`config.mk`:
```
export PLATFORM = sky130hd
export DESIGN_NAME = dosing_command_safety_gate
export DESIGN_NICKNAME = d
export VERILOG_FILES = /design/src/rtl/dcsg_pkg.sv /design/src/rtl/dcsg_cfg_regs.sv /design/src/rtl/dosing_command_safety_gate.sv
export SDC_FILE = /design/constraint.sdc
export NUM_CORES = 1
export LEC_CHECK = 0
export BUFFER_PORTS_ARGS = -buffer_cell sky130_fd_sc_hd__clkbuf_2
export CORE_MARGIN = 10
export CORE_UTILIZATION = 55
export DETAILED_ROUTE_END_ITERATION = 6
export PLACE_DENSITY = 0.92
export SLEW_MARGIN = 20
export SYNTH_ARGS = -nofsm -noshare
export SYNTH_HDL_FRONTEND = slang
export SYNTH_HIERARCHICAL = 1
export SYNTH_SLANG_ARGS = --single-unit
```
`constraint.sdc`:
```
create_clock -name clk -period 9.42 [get_ports clk]
set_input_delay 0.471 -clock clk [delete_from_list [all_inputs] [get_ports clk]]
set_output_delay 0.471 -clock clk [all_outputs]
set_load 0.02 [all_outputs]
```
`src/rtl/dcsg_pkg.sv`:
```
// Types and constants of the dosing command safety gate.
package dcsg_pkg;

  localparam int CFG_ADDR_W = 5;

  localparam logic [2:0] ACT_NO_CHANGE  = 3'd0;
  localparam logic [2:0] ACT_SUSPEND    = 3'd1;
  localparam logic [2:0] ACT_INCREASE   = 3'd2;
  localparam logic [2:0] ACT_CORRECTION = 3'd3;

  localparam int RSN_STALE   = 0;
  localparam int RSN_BADQ    = 1;
  localparam int RSN_LOW15   = 2;
  localparam int RSN_LOW30   = 3;
  localparam int RSN_FALL    = 4;
  localparam int RSN_IOB     = 5;
  localparam int RSN_BADGLU  = 6;
  localparam int RSN_LOWCONF = 7;
  localparam int RSN_NOPHYS  = 8;
  localparam int RSN_BLOCKED = 9;

  localparam logic [2:0] REG_MIN_GLUCOSE = 3'd0;
  localparam logic [2:0] REG_MAX_GLUCOSE = 3'd1;
  localparam logic [2:0] REG_LOW_PRED    = 3'd2;
  localparam logic [2:0] REG_MIN_QUALITY = 3'd3;
  localparam logic [2:0] REG_MAX_AGE     = 3'd4;
  localparam logic [2:0] REG_MAX_BASAL   = 3'd5;
  localparam logic [2:0] REG_MAX_IOB     = 3'd6;

  typedef struct packed {
    logic [9:0]  min_valid_glucose;
    logic [9:0]  max_valid_glucose;
    logic [9:0]  low_prediction_limit;
    logic [6:0]  min_quality_pct;
    logic [31:0] max_reading_age;
    logic [15:0] max_basal_rate;
    logic [15:0] max_insulin_on_board;
  } cfg_t;

endpackage

```
`src/rtl/dcsg_cfg_regs.sv`:
```
// Configuration register file of the dosing command safety gate.
module dcsg_cfg_regs
  import dcsg_pkg::*;
(
  input  logic                  clk,
  input  logic                  rst_n,
  input  logic                  cfg_psel,
  input  logic                  cfg_penable,
  input  logic                  cfg_pwrite,
  input  logic [CFG_ADDR_W-1:0] cfg_paddr,
  input  logic [31:0]           cfg_pwdata,
  output logic [31:0]           cfg_prdata,
  output logic                  cfg_pready,
  output cfg_t                  cfg
);

  cfg_t       cfg_r;
  cfg_t       cfg_nxt;
  logic [2:0] reg_idx;
  logic       wr_en;

  assign reg_idx    = cfg_paddr[CFG_ADDR_W-1:2];
  assign cfg_pready = 1'b1;
  assign wr_en      = cfg_psel && cfg_penable && cfg_pwrite && cfg_pready;
  assign cfg        = cfg_r;

  always_comb begin
    cfg_nxt = cfg_r;
    if (wr_en) begin
      unique case (reg_idx)
        REG_MIN_GLUCOSE: cfg_nxt.min_valid_glucose    = cfg_pwdata[9:0];
        REG_MAX_GLUCOSE: cfg_nxt.max_valid_glucose    = cfg_pwdata[9:0];
        REG_LOW_PRED:    cfg_nxt.low_prediction_limit = cfg_pwdata[9:0];
        REG_MIN_QUALITY: cfg_nxt.min_quality_pct      = cfg_pwdata[6:0];
        REG_MAX_AGE:     cfg_nxt.max_reading_age      = cfg_pwdata;
        REG_MAX_BASAL:   cfg_nxt.max_basal_rate       = cfg_pwdata[15:0];
        REG_MAX_IOB:     cfg_nxt.max_insulin_on_board = cfg_pwdata[15:0];
        default: ;
      endcase
    end
  end

  always_ff @(posedge clk) begin
    if (!rst_n) begin
      cfg_r.min_valid_glucose    <= 10'd40;
      cfg_r.max_valid_glucose    <= 10'd400;
      cfg_r.low_prediction_limit <= 10'd80;
      cfg_r.min_quality_pct      <= 7'd60;
      cfg_r.max_reading_age      <= 32'd600;
      cfg_r.max_basal_rate       <= 16'd200;
      cfg_r.max_insulin_on_board <= 16'd500;
    end else begin
      cfg_r <= cfg_nxt;
    end
  end

  always_comb begin
    unique case (reg_idx)
      REG_MIN_GLUCOSE: cfg_prdata = {22'd0, cfg_r.min_valid_glucose};
      REG_MAX_GLUCOSE: cfg_prdata = {22'd0, cfg_r.max_valid_glucose};
      REG_LOW_PRED:    cfg_prdata = {22'd0, cfg_r.low_prediction_limit};
      REG_MIN_QUALITY: cfg_prdata = {25'd0, cfg_r.min_quality_pct};
      REG_MAX_AGE:     cfg_prdata = cfg_r.max_reading_age;
      REG_MAX_BASAL:   cfg_prdata = {16'd0, cfg_r.max_basal_rate};
      REG_MAX_IOB:     cfg_prdata = {16'd0, cfg_r.max_insulin_on_board};
      default:         cfg_prdata = 32'd0;
    endcase
  end

endmodule

```
`src/rtl/dosing_command_safety_gate.sv`:
```
// Top level of the dosing command safety gate: a three-stage rule pipeline.
//
// Channel   Direction   Handshake          Contents
// in_*      input       in_valid/in_stall  one proposed command with sensor data
// out_*     output      out_valid/out_stall one checked command with reason word
// cfg_*     input       APB-style          seven limit registers
//
// An accepted request passes the stage one, stage two and output registers before
// it is offered as a result; one request can be accepted in every cycle while
// in_stall is low.
// Stage one compares the reading age and each limit but the basal one, stage two
// applies the overrides, and stage three sets the blocked bit and basal clamp.
// Each stage moves on when the stage after it is empty or moving, so a stalled
// result holds only the stages that are full behind it.
// Reset clears the valid bits and loads the register defaults.
module dosing_command_safety_gate
  import dcsg_pkg::*;
(
  input  logic                  clk,
  input  logic                  rst_n,
  input  logic                  in_valid,
  output logic                  in_stall,
  input  logic [31:0]           in_now_seconds,
  input  logic [31:0]           in_reading_time,
  input  logic [15:0]           in_glucose_reading,
  input  logic [31:0]           in_predicted_pair,
  input  logic [6:0]            in_pred_confidence,
  input  logic [6:0]            in_quality_pct,
  input  logic [2:0]            in_status_bits,
  input  logic [15:0]           in_insulin_on_board,
  input  logic [2:0]            in_proposed_action,
  input  logic [15:0]           in_proposed_basal,
  input  logic [15:0]           in_proposed_correction,
  input  logic [15:0]           in_prior_reasons,
  output logic                  out_valid,
  input  logic                  out_stall,
  output logic [2:0]            out_final_action,
  output logic [15:0]           out_final_basal,
  output logic [15:0]           out_final_correction,
  output logic [15:0]           out_reason_word,
  input  logic                  cfg_psel,
  input  logic                  cfg_penable,
  input  logic                  cfg_pwrite,
  input  logic [CFG_ADDR_W-1:0] cfg_paddr,
  input  logic [31:0]           cfg_pwdata,
  output logic [31:0]           cfg_prdata,
  output logic                  cfg_pready
);

  cfg_t cfg;

  dcsg_cfg_regs u_cfg_regs (
    .clk         (clk),
    .rst_n       (rst_n),
    .cfg_psel    (cfg_psel),
    .cfg_penable (cfg_penable),
    .cfg_pwrite  (cfg_pwrite),
    .cfg_paddr   (cfg_paddr),
    .cfg_pwdata  (cfg_pwdata),
    .cfg_prdata  (cfg_prdata),
    .cfg_pready  (cfg_pready),
    .cfg         (cfg)
  );

  typedef struct packed {
    logic stale;
    logic badglu;
    logic low15;
    logic low30;
    logic fall;
    logic lowconf;
    logic badq;
    logic xiob;
    logic nophys;
  } flags_t;

  logic        v1_r, v2_r, v3_r;
  logic        ready1, ready2, ready3;

  flags_t      s1_flags_r, s1_flags_nxt;
  logic [2:0]  s1_act_r;
  logic [15:0] s1_bas_r, s1_cor_r, s1_rsn_r;
  logic [31:0] age;

  logic        s2_early_r, s2_early_nxt;
  logic        s2_changed_r, s2_changed_nxt;
  logic [2:0]  s2_act_r, s2_act_nxt;
  logic [15:0] s2_bas_r, s2_bas_nxt;
  logic [15:0] s2_cor_r, s2_cor_nxt;
  logic [15:0] s2_rsn_r, s2_rsn_nxt;
  logic        is_inc, veto, suspend;

  logic [2:0]  out_act_r;
  logic [15:0] out_bas_r, out_cor_r, out_rsn_r;
  logic [15:0] bas_clamped;
  logic [15:0] rsn_final;

  assign ready3   = !v3_r || !out_stall;
  assign ready2   = !v2_r || ready3;
  assign ready1   = !v1_r || ready2;
  assign in_stall = !ready1;

  // Stage one: limit comparisons.
  assign age = in_now_seconds - in_reading_time;

  always_comb begin
    s1_flags_nxt.stale   = (in_reading_time == 32'd0) || (age > cfg.max_reading_age);
    s1_flags_nxt.badglu  = (in_glucose_reading < {6'd0, cfg.min_valid_glucose}) ||
                           (in_glucose_reading > {6'd0, cfg.max_valid_glucose});
    s1_flags_nxt.low15   = in_predicted_pair[15:0] <= {6'd0, cfg.low_prediction_limit};
    s1_flags_nxt.low30   = in_predicted_pair[31:16] <= {6'd0, cfg.low_prediction_limit};
    s1_flags_nxt.fall    = in_status_bits[1];
    s1_flags_nxt.lowconf = in_pred_confidence < cfg.min_quality_pct;
    s1_flags_nxt.badq    = (in_quality_pct < cfg.min_quality_pct) || in_status_bits[0];
    s1_flags_nxt.xiob    = in_insulin_on_board >= cfg.max_insulin_on_board;
    s1_flags_nxt.nophys  = !in_status_bits[2];
  end

  // Stage two: overrides and reason bits.
  assign is_inc  = (s1_act_r == ACT_INCREASE) || (s1_act_r == ACT_CORRECTION);
  assign veto    = s1_flags_r.badq || s1_flags_r.lowconf || s1_flags_r.xiob ||
                   s1_flags_r.nophys;
  assign suspend = s1_flags_r.low15 || s1_flags_r.low30 || s1_flags_r.fall;

  always_comb begin
    s2_early_nxt = s1_flags_r.stale || s1_flags_r.badglu;
    s2_act_nxt   = s1_act_r;
    s2_bas_nxt   = s1_bas_r;
    s2_cor_nxt   = s1_cor_r;
    s2_rsn_nxt   = s1_rsn_r;
    if (s2_early_nxt) begin
      s2_act_nxt = ACT_NO_CHANGE;
      s2_bas_nxt = 16'd0;
      s2_cor_nxt = 16'd0;
      s2_rsn_nxt[RSN_STALE]  = s1_rsn_r[RSN_STALE] | s1_flags_r.stale;
      s2_rsn_nxt[RSN_BADGLU] = s1_rsn_r[RSN_BADGLU] | s1_flags_r.badglu;
    end else begin
      s2_rsn_nxt[RSN_LOW15]   = s1_rsn_r[RSN_LOW15] | s1_flags_r.low15;
      s2_rsn_nxt[RSN_LOW30]   = s1_rsn_r[RSN_LOW30] | s1_flags_r.low30;
      s2_rsn_nxt[RSN_FALL]    = s1_rsn_r[RSN_FALL] | s1_flags_r.fall;
      s2_rsn_nxt[RSN_LOWCONF] = s1_rsn_r[RSN_LOWCONF] | s1_flags_r.lowconf;
      s2_rsn_nxt[RSN_BADQ]    = s1_rsn_r[RSN_BADQ] | s1_flags_r.badq;
      s2_rsn_nxt[RSN_IOB]     = s1_rsn_r[RSN_IOB] | s1_flags_r.xiob;
      s2_rsn_nxt[RSN_NOPHYS]  = s1_rsn_r[RSN_NOPHYS] | s1_flags_r.nophys;
      if (suspend) begin
        s2_act_nxt = ACT_SUSPEND;
        s2_bas_nxt = 16'd0;
        s2_cor_nxt = 16'd0;
      end else if (is_inc && veto) begin
        s2_act_nxt = ACT_NO_CHANGE;
        s2_bas_nxt = 16'd0;
        s2_cor_nxt = 16'd0;
      end
    end
    s2_changed_nxt = (s2_act_nxt != s1_act_r) || (s2_bas_nxt != s1_bas_r) ||
                     (s2_cor_nxt != s1_cor_r);
  end

  // Stage three: blocked bit and basal clamp.
  always_comb begin
    rsn_final = s2_rsn_r;
    if (s2_changed_r && (s2_early_r || (s2_rsn_r[RSN_NOPHYS:RSN_STALE] != 9'd0))) begin
      rsn_final[RSN_BLOCKED] = 1'b1;
    end
    bas_clamped = (s2_bas_r > cfg.max_basal_rate) ? cfg.max_basal_rate : s2_bas_r;
  end

  always_ff @(posedge clk) begin
    if (!rst_n) begin
      v1_r <= 1'b0;
      v2_r <= 1'b0;
      v3_r <= 1'b0;
    end else begin
      if (ready1) begin
        v1_r <= in_valid;
      end
      if (ready2) begin
        v2_r <= v1_r;
      end
      if (ready3) begin
        v3_r <= v2_r;
      end
    end
  end

  always_ff @(posedge clk) begin
    if (ready1 && in_valid) begin
      s1_flags_r <= s1_flags_nxt;
      s1_act_r   <= in_proposed_action;
      s1_bas_r   <= in_proposed_basal;
      s1_cor_r   <= in_proposed_correction;
      s1_rsn_r   <= in_prior_reasons;
    end
    if (ready2 && v1_r) begin
      s2_early_r   <= s2_early_nxt;
      s2_changed_r <= s2_changed_nxt;
      s2_act_r     <= s2_act_nxt;
      s2_bas_r     <= s2_bas_nxt;
      s2_cor_r     <= s2_cor_nxt;
      s2_rsn_r     <= s2_rsn_nxt;
    end
    if (ready3 && v2_r) begin
      out_act_r <= s2_act_r;
      out_bas_r <= bas_clamped;
      out_cor_r <= s2_cor_r;
      out_rsn_r <= rsn_final;
    end
  end

  assign out_valid            = v3_r;
  assign out_final_action     = out_act_r;
  assign out_final_basal      = out_bas_r;
  assign out_final_correction = out_cor_r;
  assign out_reason_word      = out_rsn_r;

endmodule

```
==> flow_summary.toml <==
[run_status]
status = "finished, final reports clean"

[floorplan]
die_w_um = 187
dieArea_mm2 = 0.0350
io_pins = 326
core_area_mm2 = 0.0276
core.rowCount = 61
start_util_pct = 55.5
die_h_um = 187

[clock_network]
numCtsBuffers = 27
numClockSinks = 268
post_cts_resized = 0
path_clk_slew_ns = 0.06
cts_buffer_depth = 3
clk_latency_ns = 0.56
hold_buffers = 0
cts_root_buffer = "clkbuf_16"
cts_setup_buffers = 0
tritoncts = "yes"
htreeDepth = 1

[power]
ir_drop_mv = 0.135
power.density_mw_per_mm2 = 152
power_mw = 2.75
leakagePower_nw = 8.11

[sta]
tns_ns = 0
rsz0062_at_grt = "no"
finalCriticalPeriod_ns = 4.26
fmax_mhz = 235
hold_ws_ns = 0.0847
fin_crit_sh_pct = 45.2
finalSetupViolations = 0
skew_ns = 0.0208
slew_violations = 0
hold_viol = 0
timing.final.ws_setup_ns = 5.16
tightest_slew_ns = 1.03
slew_headroom_pct = 31.1

[routing]
drtIter0Drc = 987
wl_per_cell_um = 20.6
wl_um = 44700
detail-route-antenna-nets = 0
via_count = 12300
viasPerCell = 5.68
drc = 0
detail_route.first_pass.iterations = 5

[synth]
synth-async-reset-ratio_pct = 0
avgSynthCellArea_um2 = 10.6
ys_warn_count = 6
yosysSeqAreaShare_pct = 45.7
syn_nets = 1840
synth_edf_count = 164
synth_cells = 1453
synth_top_cell_by_area = "edfxtp_1"
yosys.area.top_type_share_pct = 32.1
yosys_register_bits = 268
syn_area_mm2 = 0.0153
synth.top_cells.by_area = "edfxtp_1 (32%), dfxtp_1 (14%), ha_1 (12%)"
synth_ff_type = "edfxtp_1"
synth_cell_types = 83

[min_path]
hp-class = "in2reg"

[placement]
place_inst = 2110
dp_hpwl_um = 34600
port_buffers = 322
dp_slack_ns = 4.64
gp_congestion = 0.936

[setup_path]
critPathRequiredTime_ns = 9.70
arrival_ns = 4.54
startpoint_type = "primary input"
cp_max_fo = 4
end_kind = "register"
path_class = "in2reg"

[cells_and_area]
nNetsFinal = 2148
drive_gt1_share_pct = 23.8
multi_input_area_mm2 = 0.00751
layout.cells.non_filler = 2170
ff_latch_area_mm2 = 0.00701
area_growth_syn_to_layout_pct = 18.0
fillers = 2099

[job]
cap_violations = 0

[grt]
groute.usage.overall_pct = 24.2
grt_start_max_net_pins = 111
grt_pass1_vias = 12800
grt_overflow = 0
antenna_found_initial = 12
grt_pass1_wl_um = 68800
==> per-layer routing <==
metal	part of all wire [%]	routed length, µm	GRT usage [%]	vias to the layer above
met4	4.5	2020	10.4	6
met1	39	17400	28.5	5789
met5	0.076	34	0	-
met2	49	21800	42.0	582
li1	-	-	-	5832
met3	7.8	3470	4.88	125
==> state kept, by name (all words and copies together) (netlist names), 3 cells and up <==
signal	flops
s2_rsn_r	16
out_final_basal	16
s1_flags_r	9
s2_bas_r	16
s2_cor_r	16
s1_cor_r	16
out_final_action	3
out_reason_word	16
s1_rsn_r	16
u_cfg_regs/cfg	101
out_final_correction	16
s1_bas_r	16
s1_act_r	3
s2_act_r	3
==> worst max-delay path, cell delays in order <==
cell and delay (ns):
clkbuf_2 0.08, inv_1 0.05, ha_1 0.18, inv_1 0.06, fa_1 0.42, a211oi_1 0.28
o21bai_1 0.17, nor4b_2 0.20, nor2_1 0.09, o311a_1 0.21, or3b_1 0.42, a41oi_1 0.25
xnor2_1 0.10, ha_1 0.29, nand4_1 0.18, nor4_1 0.58, a21oi_1 0.14, a311o_1 0.37
==> metrics by stage <==
| step | cell area (µm²) | util [%] |
|---|---|---|
| finish | 18100 | 65.5 |
| floorplan | 15300 | - |
| detailed placement | 17300 | 62.4 |
| global placement | 17300 | 62.4 |
| global route | 18100 | 65.5 |
| CTS | 18100 | 65.4 |
==> cells in the mapped netlist (9+ instances only) <==
cell type,instances
dfxtp_1,104
and2_1,56
nand3_1,18
mux2_2,19
nor2b_1,45
nand2_1,143
a21oi_1,57
inv_1,159
o21a_1,13
buf_4,10
nand2b_1,18
nor4_1,25
a21o_1,46
edfxtp_1,164
o21ai_0,42
clkbuf_1,28
nor2_1,32
xnor2_1,18
nand4_1,28
mux2i_1,121
ha_1,146
buf_2,9
==> report_power, final <==
group / internal [mW] / switching, mW
clock: 0.542 / 0.464
sequential: 1.29 / 0.0211
combinational: 0.185 / 0.244
==> final timing paths <==
kind                                             from  cells past startpoint  slack (ns)                  end
worst min register to register           s1_rsn_r[14]                      0        0.41         s2_rsn_r[14]
worst min-delay path            in_proposed_basal[14]                      1        0.08         s1_bas_r[14]
worst max register to register     u_cfg_regs/cfg[31]                     10        6.17  out_final_basal[12]
worst max-delay path                in_now_seconds[0]                     18        5.16        s1_flags_r[8]
==> kinds of logic after synthesis <==
family,Yosys count,share of synthesized area [%]
AOI/OAI and AO/OA,245,11.3
xor gates and xnor gates,25,1.43
adders and majority gates,147,12.0
buffers and inverters,209,5.53
DFF,268,45.7
muxes,141,9.44
other,1,0.0245
and+or+nand+nor,417,14.6
==> layout make-up <==
cell class	instances	area share (%)
inverters	159	3.30
flip-flops and latches	268	38.7
diodes	10	0.138
multi-input cells	976	41.5
repair buffers	329	9.21
clock buffers	31	3.87
clock inverters	19	0.698
well taps	378	2.61
==> cell usage in the layout, fill, tap and decap left out, types with 4 or more instances in the layout <==
cell / synthesis / layout
clkbuf_2: 0 / 321
nor4_1: 25 / 25
and2_1: 56 / 56
nand2b_1: 18 / 18
a31oi_1: 7 / 7
edfxtp_1: 164 / 164
o21bai_1: 6 / 6
mux2_2: 19 / 19
clkbuf_16: 0 / 27
o221a_2: 4 / 4
nand4_1: 28 / 28
nor3_1: 8 / 8
a21o_1: 46 / 46
o21ai_0: 42 / 42
a221oi_1: 5 / 5
a211oi_1: 6 / 6
o21a_1: 13 / 13
and4_1: 4 / 4
o21ai_1: 5 / 5
clkinv_1: 0 / 7
nand2_1: 143 / 143
inv_1: 159 / 159
nand3_1: 18 / 18
nor2b_1: 45 / 43
xor2_1: 7 / 7
or2_2: 4 / 4
o211ai_1: 8 / 8
nor2_1: 32 / 32
ha_1: 146 / 146
buf_4: 10 / 8
diode_2: 0 / 10
xnor2_1: 18 / 18
o2bb2ai_1: 6 / 6
mux2i_1: 121 / 121
dfxtp_1: 104 / 104
and3_1: 7 / 7
a21oi_1: 57 / 57
Power figures use the tool's default switching activity.
